==> config.mk <==
export PLATFORM = sky130hd
export DESIGN_NAME = rur_front
export DESIGN_NICKNAME = d
export VERILOG_FILES = /design/src/sv/rur_pkg.sv /design/src/sv/rur_front.sv
export SDC_FILE = /design/constraint.sdc
export NUM_CORES = 1
export LEC_CHECK = 0
export ABC_AREA = 1
export BUFFER_PORTS_ARGS = -buffer_cell sky130_fd_sc_hd__buf_4
export CELL_PAD_IN_SITES_DETAIL_PLACEMENT = 1
export CELL_PAD_IN_SITES_GLOBAL_PLACEMENT = 1
export CORE_ASPECT_RATIO = 1.1
export CORE_UTILIZATION = 33
export DETAILED_ROUTE_END_ITERATION = 10
export GPL_ROUTABILITY_DRIVEN = 0
export HOLD_SLACK_MARGIN = 0.03
export PLACE_DENSITY_LB_ADDON = 0.1
export SETUP_SLACK_MARGIN = 0.4
export SLEW_MARGIN = 20
export SYNTH_ARGS = -nofsm -noshare
export SYNTH_HDL_FRONTEND = slang
export SYNTH_SLANG_ARGS = --single-unit
==> constraint.sdc <==
create_clock -name clk -period 5.3 [get_ports clk]
set_input_delay 1.06 -clock clk [delete_from_list [all_inputs] [get_ports clk]]
set_output_delay 1.06 -clock clk [all_outputs]
set_load 0.03 [all_outputs]
==> src/sv/rur_pkg.sv <==
package rur_pkg;

  localparam int unsigned DEF_FRAME_COLS = 1024;
  localparam int unsigned DEF_FRAME_ROWS = 1024;

  localparam int unsigned PIX_W      = 10;
  localparam int unsigned GREY_W     = 8;
  localparam int unsigned CFG_IDX_W  = 3;
  localparam int unsigned CFG_DATA_W = 24;

  localparam int unsigned QUEUE_DEPTH = 4;
  localparam int unsigned QUEUE_AW    = $clog2(QUEUE_DEPTH);

  // accept to result strobe, in clock edges
  localparam int unsigned LATENCY = 13;

  localparam logic CMD_WRITE = 1'b0;
  localparam logic CMD_READ  = 1'b1;

  typedef enum logic [CFG_IDX_W-1:0] {
    REG_K1,
    REG_K2,
    REG_FX,
    REG_FY,
    REG_CX,
    REG_CY,
    REG_RFX,
    REG_RFY
  } reg_idx_t;

  localparam logic signed [17:0] K1_RST  = -18'sd18573;
  localparam logic signed [17:0] K2_RST  = 18'sd4847;
  localparam logic [19:0]        FX_RST  = 20'd117415;
  localparam logic [19:0]        FY_RST  = 20'd117068;
  localparam logic [19:0]        CX_RST  = 20'd94007;
  localparam logic [19:0]        CY_RST  = 20'd63584;
  localparam logic [23:0]        RFX_RST = 24'd36579;
  localparam logic [23:0]        RFY_RST = 24'd36688;

  typedef struct packed {
    logic signed [17:0] k1;
    logic signed [17:0] k2;
    logic [19:0]        fx;
    logic [19:0]        fy;
    logic [19:0]        cx;
    logic [19:0]        cy;
    logic [23:0]        rfx;
    logic [23:0]        rfy;
  } cfg_t;

  typedef struct packed {
    logic              rd;
    logic              wr_ok;
    logic [PIX_W-1:0]  col;
    logic [PIX_W-1:0]  row;
    logic [GREY_W-1:0] value;
  } item_t;

  typedef struct packed {
    logic rd;
    logic wr;
    logic in_frame;
  } store_ctl_t;

endpackage

==> src/sv/rur_front.sv <==
module rur_front
  import rur_pkg::*;
#(
  parameter int unsigned FRAME_COLS = DEF_FRAME_COLS,
  parameter int unsigned FRAME_ROWS = DEF_FRAME_ROWS
) (
  input  logic              clk,
  input  logic              rst_n,
  input  logic              start,
  output logic              busy,
  input  logic              in_command,
  input  logic [PIX_W-1:0]  in_pixel_col,
  input  logic [PIX_W-1:0]  in_pixel_row,
  input  logic [GREY_W-1:0] in_pixel_value,
  input  logic              q_full,
  output logic              push,
  output item_t             push_item
);

  logic  vld_r;
  item_t itm_r;
  logic  accept;

  assign busy      = vld_r && q_full;
  assign push      = vld_r && !q_full;
  assign accept    = start && !busy;
  assign push_item = itm_r;

  always_ff @(posedge clk) begin
    if (!rst_n) begin
      vld_r <= 1'b0;
    end else begin
      vld_r <= accept || (vld_r && !push);
    end
  end

  // classify: read or write, and whether a write lands in the frame
  always_ff @(posedge clk) begin
    if (accept) begin
      itm_r.rd    <= (in_command == CMD_READ);
      itm_r.wr_ok <= ({1'b0, in_pixel_col} < (PIX_W+1)'(FRAME_COLS)) &&
                     ({1'b0, in_pixel_row} < (PIX_W+1)'(FRAME_ROWS));
      itm_r.col   <= in_pixel_col;
      itm_r.row   <= in_pixel_row;
      itm_r.value <= in_pixel_value;
    end
  end

endmodule

### After elaboration in Yosys (flattened, before gate mapping)

Cells that the tools add are included.

* bits in registers: 30
* input port bits: 33
* output and inout bits: 32
* word-level logic and storage cells: 13

* reduce and logical (&&, ||, !) cells: 8

Operator list (number)
* $logic_and A1 B1 Y1: 4
* $logic_not A1 Y1: 3
* $logic_or A1 B1 Y1: 1

### Longest topological paths before layout

Gate-level depths: netlist of the first run.

* depth after elaboration: 5
* mapped depth: 3
* gate-level depth less buffers: 3

### Least setup slack after synthesis of the first run

Ideal clock, no wire load.

* path kind: input to register
* from: input port q_full
* to: register itm_r (netlist bit push_item[0]) (enable)
* setup time: 415 ps
* arrival: 2457 ps
* data required time: 4885 ps
* path slack: 2429 ps
* stages: 3
* buffers on the path: 0
* cells stage by stage: nand2_2 inv_2 nor2_1

* word-level cells in the longest chain between the ends: 3

Ends and longest elaborated chain
* start, declared: RTL line rur_front.sv:15 `input logic q_full,`
* $logic_and A1 B1 Y1: RTL line rur_front.sv:24 `assign busy = vld_r && q_full;`
* via busy: RTL line rur_front.sv:10 `output logic busy,`
* $logic_not A1 Y1: RTL line rur_front.sv:26 `assign accept = start && !busy;`
* $logic_and A1 B1 Y1: RTL line rur_front.sv:26
* via accept: RTL line rur_front.sv:22 `logic accept;`
* end, declared: RTL line rur_front.sv:21 `item_t itm_r;`

The timed path passes the listed nets, and every way through them passes these cells.
A chain may end at the register's enable or synchronous reset.

### Worst setup path after layout of the first run

* from: input port q_full
* to: output port busy

* word-level cells in the longest chain between the ends: 1

Ends and longest elaborated chain (RTL line)
* $logic_and A1 B1 Y1: rur_front.sv:24
* end, declared: rur_front.sv:10

No other way between the ends.

==> metrics.md, run 1 <==
| Metric | Value |
|---|---|
| Fin crit share | `~47%` |
| Async set or reset register ratio after synthesis | `0%` |
| Root buffer cell | `clkbuf_4` |
| FP Rows | `19` |
| Post-synthesis sequential area ratio | `a little over nine tenths` |
| Routed WL per cell | `roughly 13 µm` |
| Slew Viols, Final | `0` |
| Largest net degree at the start of global routing | `17` |
| Top post-synthesis cells by area | `edfxtp_1 93%, dfxtp_1 2.1%, inv_1 1.2%` |
| P_leak | `0.000658 µW` |
| Internal reg-to-reg setup slack | `3.68 ns` |
| Critical R2R Launch | `vld_r$_SDFF_PN0_` |
| H-Tree Depth | `2` |
| Drt via density | `4.26` |
| Worst Hold End | `vld_r$_SDFF_PN0_` |
| ANT nets after route | `0` |
| Flops & latches, synth | `30` |
| Worst Skew | `0.00437 ns` |
| Post-layout minimum cycle time | `2.51 ns` |
| Inst Count DP | `~130` |
| Cells on Worst Hold Path | `2` |
| Crit path kind | `in -> out` |
| Worst path bufs/invs | `3` |
| Die ar. | `3060 µm²` |
| Max_cap viols | `0` |
| CP endpoint kind | `output pin` |
| Cell Chain, Critical Path | `buf_4 -> nand2_2 -> inv_2 -> buf_4` |
| Post-Layout Cell Count | `roughly 140` |
| Clock transition at the registers of the reported paths | `0.08 ns` |
| Residual overflow from global routing | `0` |
| Hold Vio Cnt, Final | `0` |
| Crit path from | `q_full` |
| Hold/Removal Path Class | `reg -> reg` |
| Io pins | `65` |
| Setup TNS | `0 ns` |
| Initial antenna violation count | `0` |
| Unique masters post-synth | `9` |
| Via count | `605` |
| RSZ-0062 raised after global routing | `false` |
| Drt pass-1 iters | `2` |
| Clk buf depth | `2` |
| Final Setup Violations | `0` |
| Starting Density | `36.3%` |
| Diodes inserted | `0` |
| Fin nets | `around 140` |
| Max IR drop VDD | `0.201 mV` |
| Slew @ Worst Pin | `~0.66 ns` |
| Synthesized cell area | `940 µm²` |
| Area leader, netlist | `edfxtp_1` |
| Reg2reg path depth | `4` |
| Power Density | `317 nW/µm²` |
| Vias in the first global route | `607` |
| Top-count cell post-synth | `edfxtp_1` |
| Clk sink count | `30` |
| Net Count, Synth | `73` |
| Final Power | `477 µW` |
| Setup Fix Bufs, Post-CTS | `0` |
| Die height | `58.0 µm` |
| Die W | `approximately 53 µm` |
| Post-synth top cells | `29 x edfxtp_1, 3 x inv_1, 2 x nor2_1` |
| Yosys Warn Count | `0` |
| Achievable frequency | `approximately 0.40 GHz` |
| CP peak stage delay | `0.16 ns` |
| Dominant synthesized flop cell | `edfxtp_1` |
| Resize count post-CTS | `0` |
| Port Buffer Count | `63` |
| Worst skew pair latency | `0.32 ns` |
| Outcome | `complete, no violations` |
| Delay-heaviest family, CP | `buffers and inverters` |
| First-pass GRT wire length | `2800 µm` |
| DRT Wirelength | `1850 µm` |
| Worst slew margin | `56.2%` |
| Most common cell on crit path | `buf_4` |
| Synth Instances | `40` |
| Reg-to-reg endpoint | `push_item[3]$_DFFE_PP_` |
| Layout area overhead | `60.1%` |
| Crit path required time | `roughly 4.2 ns` |
| CTS tree | `built` |
| CP arrival | `1.45 ns` |
| Synth top area share | `92.7%` |
| Average size of a mapped cell | `23.5 µm²` |
| DPL Wire Length | `around 1400 µm` |
| # DRC | `0` |
| Critical Path Fanout Max | `2` |
| Cts hold-fix bufs | `0` |
| Total CTS buffers | `5` |
| Slowest CP cell | `buf_4` |
| Initial DRC count | `10` |
| GRT Total Usage | `13.8%` |
| Core area | `2590 µm²` |
| Post-synth EDFFs | `29` |
| Layout cells sized above 1 | `66.7%` |
| Startpoint types | `input port` |
| Hold path start | `vld_r$_SDFF_PN0_` |
[worst register-to-register path, stage by stage (launching register included)]
cell	delay, ns
dfxtp_1	0.33
nand2_2	0.09
inv_2	0.04
nor2_2	0.50
buf_4	0.36
[worst max-delay path by stage]
stage                                   to  cells past startpoint
detailed placement                    busy                      4
CTS                                   busy                      4
global placement                      busy                      4
finish                                busy                      4
global route                          busy                      4
floorplan           push_item[0]$_DFFE_PP_                      3
[state kept, by name, summed over array words and instances (netlist names)]
signal     count
push_item     29
vld_r          1
[kinds of logic after synthesis]
| kind of cell | synth area share, % |
|---|---|
| flops | 94.8 |
| buf+inv | 2.40 |
| simple gates | 1.47 |
| compound gates | 0.932 |
| other cells | 0.399 |
[cells in the final DEF, fill, tap and decap left out, types with 3 or more instances in the layout]
cell      count
edfxtp_1     29
clkbuf_4      5
buf_4        64
inv_1         3
[metal layers]
layer,part of all wire (%),routed length (µm),global-route usage (%),vias to the layer above
met5,0,0,0,-
met4,0.59,11,4.51,0
met3,13,238,8.92,3
li1,-,-,-,285
met1,32,594,13.5,274
met2,54,1010,23.1,43
[through the flow]
| stage | utilization [%] | hold slack, ns | setup WS (ns) | cell area [µm²] |
|---|---|---|---|---|
| after floorplan | - | 0.465 | 2.43 | 940 |
| after global placement | 56.1 | 0.476 | 2.80 | 1450 |
| after detailed placement | 56.1 | 0.499 | 2.79 | 1450 |
| after CTS | 58.0 | 0.514 | 2.78 | 1500 |
| after global routing | 58.0 | 0.525 | 2.76 | 1500 |
| final | 58.0 | 0.504 | 2.79 | 1500 |
[where the power goes]
group          total (µW)  internal, µW  switching [µW]
clock network         122          49.7            72.7
logic                75.0          32.2            42.8
registers             280           276            3.62
[area by class of cell]
cell class	count	area, µm²
multi-input cells	5	28.8
inverters	4	15.0
flip-flops and latches	30	891
fillers	276	1090
repair buffers	64	480
clock inverters	2	8.76
well taps	31	38.8
clock buffers	6	41.3
Power figures use the tool's default switching activity.
==> inputs of run 2 (changes only) <==
CORE_UTILIZATION = 27   (was 33)
clock period = 2.2 ns   (was 5.3 ns; I/O delays follow)
==> run 2 against run 1 <==
Against the previous run:
- hold slack worse by 0.21 ns
- largest cell class unchanged
- via count is 0.66% lower
- critical path type is now reg -> out
- critical endpoint is now push
- sequential share of layout area is 0.78 points lower
==> metrics.md, run 2 (same netlist as run 1, synthesis figures left out) <==
| Metric | Value |
|---|---|
| Final Setup Violations | `0 (unchanged)` |
| CP arrival | `0.97 ns (was 1.45 ns)` |
| Cell Chain, Critical Path | `inv_1 -> nor2_1 -> buf_4 (was buf_4 -> nand2_2 -> inv_2 -> buf_4)` |
| GRT Total Usage | `10.9% (was 13.8%)` |
| Placed inst area | `1480 µm² (was 1450 µm²)` |
| Die height | `63.9 µm (was 58.0 µm)` |
| DRT Wirelength | `1890 µm (was 1850 µm)` |
| Crit path from | `vld_r$_SDFF_PN0_ (was q_full)` |
| Diodes inserted | `0 (unchanged)` |
| Logic pwr share | `16.2% (was 15.7%)` |
| Most common cell after layout, fill and taps aside | `buf_4 (unchanged)` |
| CP peak stage delay | `0.36 ns (was 0.16 ns)` |
| Clock power share | `23.9% (was 25.7%)` |
| Power Density | `739 nW/µm² (was 317 nW/µm²)` |
| Crit path required time | `1.76 ns (was 4.24 ns)` |
| Initial antenna violation count | `0 (unchanged)` |
| Total CTS buffers | `5 (unchanged)` |
| Crit path kind | `reg -> out (was in -> out)` |
| Via count | `601 (was 605)` |
| Hold/Removal Path Class | `in -> reg (was reg -> reg)` |
| Hold Vio Cnt, Final | `0 (unchanged)` |
| RSZ-0062 raised after global routing | `false (unchanged)` |
| Cts hold-fix bufs | `0 (unchanged)` |
| Worst skew pair latency | `0.32 ns (about the same)` |
| Setup Fix Bufs, Post-CTS | `0 (unchanged)` |
| Initial DRC count | `5 (was 10)` |
| Fin crit share | `64.3%` |
| Max reg flops | `29 (unchanged)` |
| Critical Path End | `push (was busy)` |
| Largest net degree at the start of global routing | `17 (unchanged)` |
| Root buffer cell | `clkbuf_4 (unchanged)` |
| NetSw | `273 µW (was 119 µW)` |
| Outcome | `complete, no violations (unchanged)` |
| Internal reg-to-reg setup slack | `1.10 ns (was 3.68 ns)` |
| Critical R2R Launch | `vld_r$_SDFF_PN0_ (unchanged)` |
| P_leak | `0.000658 µW (about the same)` |
| Drt pass-1 iters | `4 (was 2)` |
| H-Tree Depth | `2 (unchanged)` |
| CP endpoint kind | `output pin (unchanged)` |
| WHS | `0.293 ns (was 0.504 ns)` |
| Slowest CP cell | `dfxtp_1 (was buf_4)` |
| First-pass GRT wire length | `2800 µm (unchanged)` |
| Core area | `3330 µm² (was 2590 µm²)` |
| Layout area overhead | `62.2% (was 60.1%)` |
| Commonest non-fill, non-tap cells in the layout | `65 x buf_4, 29 x edfxtp_1, 5 x clkbuf_4 (was 64 x buf_4, 29 x edfxtp_1, 5 x clkbuf_4)` |
| Sw Share | `24.2% (was 25.0%)` |
| Clk sink count | `30 (unchanged)` |
| Setup TNS | `0 ns (unchanged)` |
| Max_cap viols | `0 (unchanged)` |
| Finished Cell Area | `1520 µm² (was 1500 µm²)` |
| Port Buffer Count | `63 (unchanged)` |
| Reg power frac | `59.9% (was 58.6%)` |
| Layout cells sized above 1 | `67.3% (was 66.7%)` |
| Max IR drop VDD | `0.322 mV (was 0.201 mV)` |
| # DRC | `0 (unchanged)` |
| Die ar. | `3720 µm² (was 3060 µm²)` |
| Clk buf depth | `2 (unchanged)` |
| Slew Viols, Final | `0 (unchanged)` |
| CTS tree | `built (unchanged)` |
| Fin nets | `144 (was 143)` |
| Reg2reg path depth | `4 (unchanged)` |
| Die W | `58.2 µm (was 52.9 µm)` |
| DPL Wire Length | `1500 µm (was 1440 µm)` |
| FP Rows | `22 (was 19)` |
| Drt via density | `3.80 (was 4.26)` |
| ANT nets after route | `0 (unchanged)` |
| Vias in the first global route | `626 (was 607)` |
| Achievable frequency | `0.707 GHz` |
| Routed WL per cell | `12.0 µm (was 13.0 µm)` |
| Starting Density | `28.2% (was 36.3%)` |
| Io pins | `65 (unchanged)` |
| Reg-to-reg endpoint | `push_item[0]$_DFFE_PP_ (was push_item[3]$_DFFE_PP_)` |
| Resize count post-CTS | `0 (unchanged)` |
| Residual overflow from global routing | `0 (unchanged)` |
| Filler Cell Count | `355 (was 276)` |
| Internal power | `853 µW (was 358 µW)` |
| Critical Path Fanout Max | `2 (unchanged)` |
| Worst Skew | `0.00726 ns (was 0.00437 ns)` |
| Clock transition at the registers of the reported paths | `0.08 ns (about the same)` |
| Post-layout minimum cycle time | `1.41 ns` |
| Startpoint types | `flip-flop (was input port)` |
## run 2: worst min path at each step
| stage | from | end | depth (start not counted) |
|---|---|---|---|
| final | in_pixel_value[2] | push_item[2]$_DFFE_PP_ | 1 |
| after global routing | in_pixel_row[5] | push_item[13]$_DFFE_PP_ | 1 |
| after CTS | in_pixel_value[2] | push_item[2]$_DFFE_PP_ | 1 |
| after detailed placement | vld_r$_SDFF_PN0_ | vld_r$_SDFF_PN0_ | 2 |
| after global placement | vld_r$_SDFF_PN0_ | vld_r$_SDFF_PN0_ | 2 |
| after floorplan | vld_r$_SDFF_PN0_ | vld_r$_SDFF_PN0_ | 2 |
## run 2: critical path: cells and delay by family (launching register included)
| family | cells | cell delay, ns |
|---|---|---|
| buf+inv | 2 | 0.22 |
| flops | 1 | 0.36 |
| simple gates | 1 | 0.09 |
## run 2: per-layer routing
| layer | routed length [µm] | global-route usage, % |
|---|---|---|
| met1 | 605 | 9.85 |
| met3 | 267 | 8.10 |
| met5 | 0 | 0 |
| met4 | 28 | 5.36 |
| met2 | 991 | 17.8 |
## run 2: area by class of cell
class / instances / area [µm²] / area share, %
Sequential cell: 30 / 891 / 58.5
Timing Repair Buffer: 65 / 488 / 32.0
Tap cell: 48 / 60.1 / 3.94
Multi-Input combinational cell: 5 / 28.8 / 1.89
Clock inverter: 1 / 3.75 / 0.246
Inverter: 4 / 15.0 / 0.985
Clock buffer: 5 / 37.5 / 2.46
## run 2: per-stage QoR
step | power (µW) | setup slack (ns) | utilization (%) | std cells
3_5_place_dp | 873 | 0.858 | 44.5 | 152
2_1_floorplan | 774 | 0.433 | - | 40
5_1_grt | 1180 | 0.709 | 45.8 | 158
6_report | 1130 | 0.786 | 45.8 | 158
3_3_place_gp | 870 | 0.876 | 44.5 | 152
4_1_cts | 1150 | 0.755 | 45.8 | 158
## run 2: power by group through the flow
stage / sequential, µW / combinational [µW] / clock [µW]
floorplan: 752 / 21.8 / 0
global placement: 688 / 182 / 0
detailed placement: 688 / 185 / 0
CTS: 676 / 185 / 289
global route: 678 / 191 / 314
finish: 675 / 182 / 269
