==> config.mk <==
export PLATFORM = sky130hd
export DESIGN_NAME = rur_queue
export DESIGN_NICKNAME = d
export VERILOG_FILES = /design/src/sv/rur_pkg.sv /design/src/sv/rur_queue.sv
export SDC_FILE = /design/constraint.sdc
export NUM_CORES = 1
export LEC_CHECK = 0
export BUFFER_PORTS_ARGS = -buffer_cell sky130_fd_sc_hd__buf_2
export CAP_MARGIN = 20
export CELL_PAD_IN_SITES_DETAIL_PLACEMENT = 0
export CELL_PAD_IN_SITES_GLOBAL_PLACEMENT = 2
export CORE_MARGIN = 10
export CORE_UTILIZATION = 44
export CTS_BUF_LIST = sky130_fd_sc_hd__clkbuf_8 sky130_fd_sc_hd__clkbuf_16
export DETAILED_ROUTE_END_ITERATION = 12
export PLACE_DENSITY_LB_ADDON = 0.1
export RECOVER_POWER = 25
export SYNTH_ARGS = -nofsm -noshare
export SYNTH_HDL_FRONTEND = slang
export SYNTH_SLANG_ARGS = --single-unit
==> constraint.sdc <==
create_clock -name clk -period 1.9 [get_ports clk]
set_input_delay 0.19 -clock clk [delete_from_list [all_inputs] [get_ports clk]]
set_output_delay 0.19 -clock clk [all_outputs]
set_load 0.02 [all_outputs]
==> src/sv/rur_pkg.sv <==
package rur_pkg;

  localparam int unsigned DEF_FRAME_COLS = 1024;
  localparam int unsigned DEF_FRAME_ROWS = 1024;

  localparam int unsigned PIX_W      = 10;
  localparam int unsigned GREY_W     = 8;
  localparam int unsigned CFG_IDX_W  = 3;
  localparam int unsigned CFG_DATA_W = 24;

  localparam int unsigned QUEUE_DEPTH = 4;
  localparam int unsigned QUEUE_AW    = $clog2(QUEUE_DEPTH);

  // accept to result strobe, in clock edges
  localparam int unsigned LATENCY = 13;

  localparam logic CMD_WRITE = 1'b0;
  localparam logic CMD_READ  = 1'b1;

  typedef enum logic [CFG_IDX_W-1:0] {
    REG_K1,
    REG_K2,
    REG_FX,
    REG_FY,
    REG_CX,
    REG_CY,
    REG_RFX,
    REG_RFY
  } reg_idx_t;

  localparam logic signed [17:0] K1_RST  = -18'sd18573;
  localparam logic signed [17:0] K2_RST  = 18'sd4847;
  localparam logic [19:0]        FX_RST  = 20'd117415;
  localparam logic [19:0]        FY_RST  = 20'd117068;
  localparam logic [19:0]        CX_RST  = 20'd94007;
  localparam logic [19:0]        CY_RST  = 20'd63584;
  localparam logic [23:0]        RFX_RST = 24'd36579;
  localparam logic [23:0]        RFY_RST = 24'd36688;

  typedef struct packed {
    logic signed [17:0] k1;
    logic signed [17:0] k2;
    logic [19:0]        fx;
    logic [19:0]        fy;
    logic [19:0]        cx;
    logic [19:0]        cy;
    logic [23:0]        rfx;
    logic [23:0]        rfy;
  } cfg_t;

  typedef struct packed {
    logic              rd;
    logic              wr_ok;
    logic [PIX_W-1:0]  col;
    logic [PIX_W-1:0]  row;
    logic [GREY_W-1:0] value;
  } item_t;

  typedef struct packed {
    logic rd;
    logic wr;
    logic in_frame;
  } store_ctl_t;

endpackage

==> src/sv/rur_queue.sv <==
module rur_queue
  import rur_pkg::*;
(
  input  logic  clk,
  input  logic  rst_n,
  input  logic  push,
  input  item_t push_item,
  input  logic  pop,
  output item_t head,
  output logic  empty,
  output logic  full
);

  item_t               slot_r [QUEUE_DEPTH];
  logic [QUEUE_AW-1:0] wp_r;
  logic [QUEUE_AW-1:0] rp_r;
  logic [QUEUE_AW:0]   cnt_r;

  assign empty = (cnt_r == '0);
  assign full  = (cnt_r == (QUEUE_AW+1)'(QUEUE_DEPTH));
  assign head  = slot_r[rp_r];

  always_ff @(posedge clk) begin
    if (push) begin
      slot_r[wp_r] <= push_item;
    end
  end

  always_ff @(posedge clk) begin
    if (!rst_n) begin
      wp_r  <= '0;
      rp_r  <= '0;
      cnt_r <= '0;
    end else begin
      if (push) begin
        wp_r <= wp_r + 1'b1;
      end
      if (pop) begin
        rp_r <= rp_r + 1'b1;
      end
      cnt_r <= cnt_r + (QUEUE_AW+1)'(push) - (QUEUE_AW+1)'(pop);
    end
  end

endmodule

; Word-level counts from Yosys, hierarchy flattened
; Memories as Yosys holds them, arrays and structs flattened. A register that Yosys moved wholly into a read port is not among the register bits.
; Index checks and enable logic that the tools add are counted.
[word_totals]
regBits = 7
mem_bits_rw = 120
input_bits = 34
out_inout_bits = 32
word_cells = 14
n_memories = 1
[classes]
n_addsub = 4
eq_ne = 1
n_mux = 4
n_reduce_logical = 1
[mem_list]
columns = memory, depth, width, read_ports, rd_ports_with_merged_regs, write_ports, line_no
row1 = slot_r, 4, 30, 1, 1, 1, rur_queue.sv:14  ; item_t slot_r [QUEUE_DEPTH];
[ops]
columns = op, n
row1 = $add A2 B1 Y2 const B, 2
row2 = $mux W2, 2
row3 = $add A3 B1 Y3, 1
row4 = $eq A3 B3 Y1 const B, 1
row5 = $logic_not A3 Y1, 1
row6 = $sub A3 B1 Y3, 1
row7 = $mux W1, 2

; Longest topological paths before layout
; Gate-level depths: netlist of the first run.
[logic_depth]
depth_word = 3
ltp_mapped = 7
ltp_nobuf = 7

; Least setup slack after synthesis of the first run
; OpenSTA, ideal clock, no wires.
[synth_timing]
path_kind = reg2reg
startpoint = reg wp_r[0]
endpoint = mem slot_r[2][0] (netlist name), enable pin
setup_ps = 390
arrival_time_ps = 1287
required_ps = 1510
path_slack_ps = 223
path_stages_with_launch = 4
path_cell_list = dfxtp_1 > inv_1 > ha_1 > and2_1
[synth_lines]
columns = item, line_no
row1 = "start, declared", rur_queue.sv:15  ; logic [QUEUE_AW-1:0] wp_r;
row2 = "start signal, assigned", rur_queue.sv:36  ; wp_r <= wp_r + 1'b1;
row3 = "end, declared", rur_queue.sv:14
; No word-level cell before the write port.

==> metrics, run 1 <==
reg2reg setup slack=0.26 ns; Rows=37; reg-to-reg endpoint=slot_r[0][1]; placed cell area=between 5000 and 6000 um^2; final hold violations=0; Clock power frac=43.6%; routed vias/inst=a little under 5; Design Area, Final=around 6200 um^2; met2 global-route usage=18.97%; failing checks=setup timing; worst setup margin=-0.05517 ns; Post-Syn Area per Cell=between 20 and 25 um^2; CP endpoint kind=primary output; period utilization=102.9%; Area contributors post-synth=edfxtp_1, mux4_2, dfxtp_1, ha_1, and2_1; WL final=8481 um; Avg WL per Cell=18.24 um; gr busiest metal=met2; syn nets=240; fin cells=between 400 and 500; skew final=~0.0078 ns; Hold Path Origin=pop; I/O Buffers=65; largest net degree at the start of global routing=31; maxcap violations=0; Yosys top cell area share=between 70% and 80%; Worst setup endpoint=head[15]; Final setup viols=29; CP arrival=approximately 1.8 ns; met3 GRT Util=3.575%; Setup crit start kind=flip-flop; initial antenna violation count=0; layout cell share with drive strength beyond 1=37.39%; status=finished with violations; n_diodes=0; Final min period=1.955 ns; Switch Pwr=~1700 uW; DRT iter0 DRCs=82; TritonCTS clock tree=yes; Core ar.=between 10000 and 15000 um^2; DP Wirelength=5258 um; VDD IR max=744.2 uV; DIE AREA=about 15000 um^2; CTS H-tree lvls=4; CP max-delay cell=mux4_2; P per Cell Area=between 1000 and 1500 nW/um^2; Crit path required time=about 1.7 ns; Total Power=~7300 uW; Max Slew Vio Count=0; initial cell density of the core=around 46%; Slew HR=44.80%; Worst-Skew Late Latency=roughly 0.50 ns; CTS Buf Count=17; Max Freq=between 500 and 600 MHz; total number of vias=approximately 2300; top cell type by total area after synthesis=edfxtp_1; chip height=around 120 um; die width=around 120 um; Mapped Area=between 4000 and 5000 um^2; Final ANT Viol Nets=0; first-pass GRT wire length=~13000 um; area delta synth->final=30.82%; worst min-delay path class=in -> reg; Combinational Power Share=11.3%; RSZ-0062 raised after global routing=yes; register area share after synthesis=between 70% and 80%; Overall Global Routing Usage=11.41%; # Post-CTS Setup Buffers=0; Worst-Margin Slew=0.8279 ns; Clock Path Buffers=2; Yosys warnings=0; Critical R2R Launch=wp_r[0]; Pleak=0.002173 uW; drt first pass iters=4; #FFs+latches synth=129; Power Internal=5673 uW; placer congestion estimate=between 0.6 and 0.7; clock-pin slew on the worst setup and hold paths=roughly 0.06 ns; Sw Share=a little under a quarter; CP Cell Sequence=buf_12 > mux4_2 > buf_2; Reg power frac=approximately 45%; drc violations=0; Crit Path Max Fanout=17; num ports=66; Mapped Cells=between 150 and 200; Setup CP Type=reg -> out; Sink Count=~130; placed cells=roughly 400; final net count=between 300 and 400; Cell variety after synth=18; R2R depth=3; CTS root buf=clkbuf_8; largest stage delay on the critical path=approximately 0.53 ns; met1 GRT Util=13.57%; vias in the first global route=2475; GR Overflow Total=0
critical path, delay by kind of cell (launching register included):
kind     cells  cell delay, ns
buf+inv      2            0.37
mux          1            0.53
flops        1            0.37
cell families (layout without fill, tap and decap cells):
group                    after synthesis  after routing  share of synthesized area (%)
flip-flops                           129            129                          79.31
multiplexers                          31             31                          14.37
AND/OR/NAND/NOR                       14             14                          1.574
buffers and inverters                 13            143                          1.574
adder cells (fa/ha/maj)                7              7                          1.993
XOR/XNOR                               3              3                         0.8655
AO/OA/AOI/OAI                          2              2                         0.3146
final cells by class:
cell class                 count  area (um^2)
clock buffer                  17        414.1
clock inverter                15        181.4
inverter                       7        26.28
tap                          136        170.2
sequential                   129         3789
multi-input combinational     57        917.1
fill                         798         4222
timing repair buffer         104        743.2
repair_timing:
| action | 4_1_cts | 5_1_grt |
|---|---|---|
| endpoints found under the setup margin | 30 | 30 |
| endpoints found under the hold margin | 122 | 0 |
| resized for setup | 1 | 14 |
| hold buffers | 31 | 0 |
placed cells by master, fill, tap and decap left out, types with 2 or more instances in the layout:
cell type / instances
buf_12: 2
dfxtp_1: 7
buf_2: 41
inv_6: 5
clkbuf_1: 17
bufinv_16: 3
and2_2: 4
clkbuf_16: 16
and2_1: 2
ha_1: 6
xnor2_1: 2
clkinv_4: 2
buf_4: 6
edfxtp_1: 120
clkinvlp_4: 3
mux4_2: 30
nor2_1: 5
inv_1: 8
dlygate4sd3_1: 31
buf_6: 7
cells in the mapped netlist, drive strengths merged:
cell and n:
edfxtp 120, mux4 30, dfxtp 9, inv 7
and2 6, buf 6, ha 6, nor2 5
xnor2 2, a21bo 1, a21oi 1, and3 1
fa 1, mux2i 1, nand3b 1, nor3 1
xor3 1
state kept, by name, indices dropped and copies added (netlist names), named ones only:
register	cells
cnt_r	3
rp_r	2
slot_r	120
wp_r	2
per-stage QoR:
step / hold WS, ns / util (%) / TNS, ns / setup WS (ns)
5_1_grt: 0.02989 / 59.65 / -3.010 / -0.1354
6_report: 0.02675 / 59.65 / -0.8315 / -0.05517
3_3_place_gp: 0.4036 / 50.75 / 0 / 0.2219
4_1_cts: 0.002339 / 59.44 / -2.209 / -0.1062
2_1_floorplan: 0.2889 / - / 0 / 0.2234
3_5_place_dp: 0.4102 / 50.75 / 0 / 0.2203
how the worst min path moves through the flow:
stage | cells past startpoint | endpoint | slack (ns)
floorplan | 0 | slot_r[0][0] | 0.29
global placement | 1 | slot_r[3][16] | 0.40
detailed placement | 1 | slot_r[3][11] | 0.41
CTS | 3 | rp_r[0] | 0.002
global route | 3 | rp_r[0] | 0.03
finish | 3 | rp_r[0] | 0.03
power by group through the flow:
stage / Combinational [uW] / Clock [uW] / Sequential [uW]
3_5_place_dp: 777 / 0 / 3370
4_1_cts: 828 / 3260 / 3310
6_report: 828 / 3200 / 3310
2_1_floorplan: 507 / 0 / 3360
3_3_place_gp: 771 / 0 / 3370
5_1_grt: 900 / 3410 / 3330
per-layer routing:
layer	up-vias	share of wire [%]	wire (um)
met5	-	0	0
met4	0	0.97	82
li1	1056	-	-
met2	47	52	4444
met1	1142	43	3621
met3	5	3.9	332
Power figures use the tool's default switching activity.
==> run 2: changes to the inputs <==
--- a/config.mk
+++ b/config.mk
@@ -15,6 +15,7 @@
 export DETAILED_ROUTE_END_ITERATION = 12
 export PLACE_DENSITY_LB_ADDON = 0.1
 export RECOVER_POWER = 25
+export SETUP_SLACK_MARGIN = 0.4
 export SYNTH_ARGS = -nofsm -noshare
 export SYNTH_HDL_FRONTEND = slang
 export SYNTH_SLANG_ARGS = --single-unit
==> metrics, run 2 (synthesized netlist as in run 1, its figures left out) <==
first-pass GRT wire length=14190 um (+9.1%); total number of vias=2340 (+4.0%); clock-pin slew on the worst setup and hold paths=0.05 ns (about the same); Combinational Power Share=12.3% (+1.0 points); Max Slew Vio Count=0 (unchanged); Critical R2R Launch=cnt_r[0]; WL final=8779 um (+3.5%); Clock power frac=41.0% (-2.6 points); area delta synth->final=31.71%; P per Cell Area=1133 nW/um^2 (-3.6%); GR Overflow Total=0 (unchanged); CP arrival=1.80 ns (+0.03 ns); Sw Share=22.40% (-0.27 points); Most flops, register=slot_r; Reg power frac=46.6% (+1.4 points); DP Wirelength=5507 um (+4.7%); maxcap violations=0 (unchanged); placed cell area=5343 um^2 (+0.61%); VDD IR max=675.1 uV (-9.3%); Pleak=0.002196 uW (+1.0%); routed vias/inst=4.979 (+2.9%); skew final=0.004492 ns (-0.003274 ns); WHS=0.03056 ns (+0.003812 ns); chip height=124.1 um (unchanged); Slew HR=77.90% (+33 points); commonest non-fill, non-tap cell in the layout=edfxtp_1; Setup CP Type=reg -> out; placed cells=406 (+1.0%); DRT iter0 DRCs=133 (+62%); num ports=66 (unchanged); Final ANT Viol Nets=0 (unchanged); Core ar.=10460 um^2 (unchanged); I/O Buffers=65 (unchanged); initial cell density of the core=45.60% (unchanged); max reg flops=120 (unchanged); drt first pass iters=4 (unchanged); Hold Path Origin=pop; RSZ-0062 raised after global routing=yes; CP Cell Sequence=buf_12 > mux4_2 > buf_2; Switch Pwr=1595 uW (-4.1%); period utilization=104.9% (+2.0 points); CTS root buf=clkbuf_8; status=finished with violations; Overall Global Routing Usage=12.42% (+1.0 points); Setup crit start kind=flip-flop; Final min period=1.993 ns (+0.03812 ns); Worst-Margin Slew=0.3316 ns (-0.4964 ns); worst setup margin=-0.09329 ns (-0.03812 ns); fin cells=470 (+1.1%); Worst-Skew Late Latency=0.51 ns (about the same); Design Area, Final=6284 um^2 (+0.68%); most frequent cells in the layout=edfxtp_1, buf_2, dlygate4sd3_1; worst min-delay path class=in -> reg; Sink Count=129 (unchanged); CTS Buf Count=17 (unchanged); CTS H-tree lvls=4 (unchanged); Final setup viols=30 (+3.4%); initial antenna violation count=0 (unchanged); drc violations=0 (unchanged); placer congestion estimate=0.6868 (+4.0%); final core utilization=60.06% (+0.41 points); DIE AREA=15410 um^2 (unchanged); Total Power=7121 uW (-2.9%); final net count=362 (+1.4%); Max Freq=501.7 MHz (-1.9%); Rows=37 (unchanged); final hold violations=0 (unchanged); CP endpoint kind=primary output; largest stage delay on the critical path=0.54 ns (about the same); Crit path required time=1.71 ns (about the same); layout cell share with drive strength beyond 1=40.12% (+2.7 points); Avg WL per Cell=18.68 um (+2.4%); Crit Path Max Fanout=12 (-5); failing checks=setup timing; CP max-delay cell=mux4_2; Power Internal=5526 uW (-2.6%); TritonCTS clock tree=yes; die width=124.1 um (unchanged); n_diodes=0 (unchanged); Clock Path Buffers=2 (unchanged); largest net degree at the start of global routing=21 (-32%); vias in the first global route=2662 (+7.6%); Top Registers=slot_r: 120 flops, cnt_r: 3 flops
-- run 2: cell types whose count changed in the layout (fill, tap and decap cells not counted), moves of 3 or more --
cell	before	now
clkinv_2	0	4
inv_6	5	0
buf_4	6	11
dfxtp_2	1	4
dfxtp_1	7	4
-- run 2: per-stage QoR --
| step | setup slack [ns] | TNS [ns] |
|---|---|---|
| 4_1_cts | -0.1267 | -3.012 |
| 5_1_grt | -0.1611 | -3.481 |
| 3_3_place_gp | 0.3570 | 0 |
| 6_report | -0.09329 | -1.491 |
| 3_5_place_dp | 0.3421 | 0 |
| 2_1_floorplan | 0.4222 | 0 |
-- run 2: area by class of cell --
cell class | count | area, um^2
fillers | 817 | 4179
flip-flops and latches | 129 | 3792
multi-input cells | 57 | 944.7
repair buffers | 109 | 803.3
clock buffers | 17 | 414.1
well taps | 136 | 170.2
clock inverters | 15 | 130.1
inverters | 7 | 28.78
-- run 2: power groups by stage --
stage               Combinational, uW  Sequential [uW]  Clock [uW]
floorplan                         510             3360           0
global placement                  788             3370           0
global route                      959             3340        3140
finish                            879             3320        2920
CTS                               861             3320        3000
detailed placement                793             3370           0
-- run 2: critical path, delay by kind of cell (launching register included) --
kind / cells / cell delay (ns)
DFF: 1 / 0.40
buffers and inverters: 2 / 0.35
muxes: 1 / 0.54
-- run 2: per-layer routing --
layer	wire, um	vias to the layer above	part of all wire [%]	track usage [%]
met4	171	0	1.9	5.899
met5	0	-	0	0
met2	4351	50	50	19.63
met3	530	18	6.0	4.389
li1	-	1066	-	-
met1	3725	1206	42	14.96
-- run 2: path summary, 6_finish.rpt --
kind,end,cells after the start,slack [ns]
worst max register to register,cnt_r[2],7,0.43
worst min-delay path,rp_r[0],3,0.03
worst min register to register,wp_r[0],2,0.54
worst max-delay path,head[2],3,-0.09
-- run 2: what timing repair did --
item	4_1_cts	5_1_grt
endpoints found under the hold margin	122	0
setup endpoints to repair	33	41
setup buffers	0	0
hold buffers	31	0
resized for setup	9	17
cloned	0	1
pin swaps	4	4
==> run 3: changes to the inputs <==
--- a/config.mk
+++ b/config.mk
@@ -7,13 +7,11 @@
 export LEC_CHECK = 0
 export BUFFER_PORTS_ARGS = -buffer_cell sky130_fd_sc_hd__buf_2
 export CAP_MARGIN = 20
-export CELL_PAD_IN_SITES_DETAIL_PLACEMENT = 0
-export CELL_PAD_IN_SITES_GLOBAL_PLACEMENT = 2
 export CORE_MARGIN = 10
-export CORE_UTILIZATION = 44
+export CORE_UTILIZATION = 53
 export CTS_BUF_LIST = sky130_fd_sc_hd__clkbuf_8 sky130_fd_sc_hd__clkbuf_16
 export DETAILED_ROUTE_END_ITERATION = 12
-export PLACE_DENSITY_LB_ADDON = 0.1
+export PLACE_DENSITY = 0.74
 export RECOVER_POWER = 25
 export SETUP_SLACK_MARGIN = 0.4
 export SYNTH_ARGS = -nofsm -noshare
==> metrics, run 3 (synthesized netlist as in run 1, its figures left out) <==
commonest non-fill, non-tap cell in the layout=edfxtp_1; first-pass GRT wire length=13900 um (-2.1%); Worst-Margin Slew=0.4615 ns (+0.1300 ns); GR Overflow Total=0 (unchanged); Pleak=0.002219 uW (+1.1%); num ports=66 (unchanged); CTS Buf Count=17 (unchanged); CP endpoint kind=primary output; Rows=34 (-8.1%); total number of vias=2316 (-1.0%); failing checks=setup timing; Avg WL per Cell=20.04 um (+7.3%); maxcap violations=0 (unchanged); most frequent cells in the layout=edfxtp_1, buf_2, dlygate4sd3_1; WL final=8776 um (about the same); fin cells=438 (-6.8%); DP Wirelength=5167 um (-6.2%); TritonCTS clock tree=yes; Final min period=1.990 ns (-0.003131 ns); largest net degree at the start of global routing=31 (+48%); Final ANT Viol Nets=0 (unchanged); max reg flops=120 (unchanged); Final setup viols=30 (unchanged); layout cell share with drive strength beyond 1=40.30% (+0.18 points); status=finished with violations; CTS root buf=clkbuf_8; worst setup margin=-0.09016 ns (+0.003131 ns); Top Registers=slot_r: 120 flops, cnt_r: 3 flops; n_diodes=0 (unchanged); DRT iter0 DRCs=97 (-27%); placed cells=372 (-8.4%); Setup crit start kind=flip-flop; initial cell density of the core=54.71% (+9.1 points); Max Slew Vio Count=0 (unchanged); placer congestion estimate=0.6975 (+1.6%); Crit Path Max Fanout=5 (-7); Max Freq=502.5 MHz (+0.16%); Crit path required time=1.71 ns (about the same); Slew HR=69.23% (-8.7 points); Clock Path Buffers=2 (unchanged); initial antenna violation count=0 (unchanged); routed vias/inst=5.288 (+6.2%); RSZ-0062 raised after global routing=yes; Most flops, register=slot_r; area delta synth->final=33.02%; Worst-Skew Late Latency=0.51 ns (about the same); Setup CP Type=reg -> out; period utilization=104.7% (-0.16 points); pre-CTS setup slack=0.2377 ns (-0.1044 ns); VDD IR max=710.3 uV (+5.2%); CP arrival=1.80 ns (about the same); Sink Count=129 (unchanged); skew final=0.006345 ns (+0.001853 ns); drt first pass iters=4 (unchanged); drc violations=0 (unchanged); vias in the first global route=2590 (-2.7%); CTS H-tree lvls=4 (unchanged); Overall Global Routing Usage=14.01% (+1.6 points); die width=114.9 um (-7.5%); final hold violations=0 (unchanged); I/O Buffers=65 (unchanged); P per Cell Area=1190 nW/um^2 (+5.0%); final net count=358 (-1.1%); worst min-delay path class=in -> reg; chip height=114.9 um (-7.5%); clock-pin slew on the worst setup and hold paths=0.06 ns (about the same); Core ar.=8721 um^2 (-17%); DIE AREA=13200 um^2 (-14%)
-- run 3: cell types whose count changed in the layout (fill, tap and decap cells not counted), moves of 3 or more --
cell,before,now
buf_4,11,2
buf_6,5,11
inv_6,0,5
clkinv_2,4,0
inv_1,8,4
and2_4,0,3
-- run 3: metal layers --
layer / wire length (um) / track usage [%]
met5: 0 / 0
met2: 4625 / 23.39
met3: 477 / 4.375
met4: 128 / 6.188
met1: 3544 / 16.34
-- run 3: power breakdown --
| part | internal (uW) | total (uW) | switching (uW) |
|---|---|---|---|
| combinational | 443 | 884 | 441 |
| sequential | 3270 | 3330 | 60.6 |
| clock | 2150 | 3340 | 1190 |
-- run 3: what timing repair did --
item                                   in CTS  in global routing
setup endpoints to repair                  92                 33
cloned                                      1                  0
hold buffers                               32                  0
pin swaps                                   3                  3
buffers inserted                            1                  0
endpoints found under the hold margin     123                  0
resized for setup                          27                  8
-- run 3: cell type report --
cell class / count / area [um^2]
clock buffer: 17 / 414.1
tap: 108 / 135.1
inverter: 7 / 26.28
sequential: 129 / 3794
multi-input combinational: 57 / 949.7
fill: 490 / 2375
clock inverter: 15 / 205.2
timing repair buffer: 105 / 822.0
-- run 3: path summary, 6_finish.rpt --
kind	start	endpoint	cells past startpoint	slack [ns]
max	flip-flop	head[14]	3	-0.09
min	pop	rp_r[0]	3	0.03
max reg2reg	cnt_r[0]	cnt_r[2]	7	0.25
min reg2reg	rp_r[1]	flip-flop	2	0.54
-- run 3: worst max-delay path: stages (launching register included) --
cell,delay (ns)
dfxtp_4,0.42
buf_4,0.18
mux4_2,0.51
buf_2,0.18
-- run 3: metrics by stage --
stage          area [um^2]  hold slack (ns)  total power, uW  utilization [%]  TNS [ns]
4_1_cts               6347         0.008316             7611            72.78    -2.847
5_1_grt               6346          0.06045             7832            72.77    -3.604
2_1_floorplan         4778           0.2889             3868                -         0
6_report              6346          0.02684             7554            72.77    -1.773
3_5_place_dp          5288           0.4050             4148            60.63         0
3_3_place_gp          5288           0.4037             4127            60.63         0
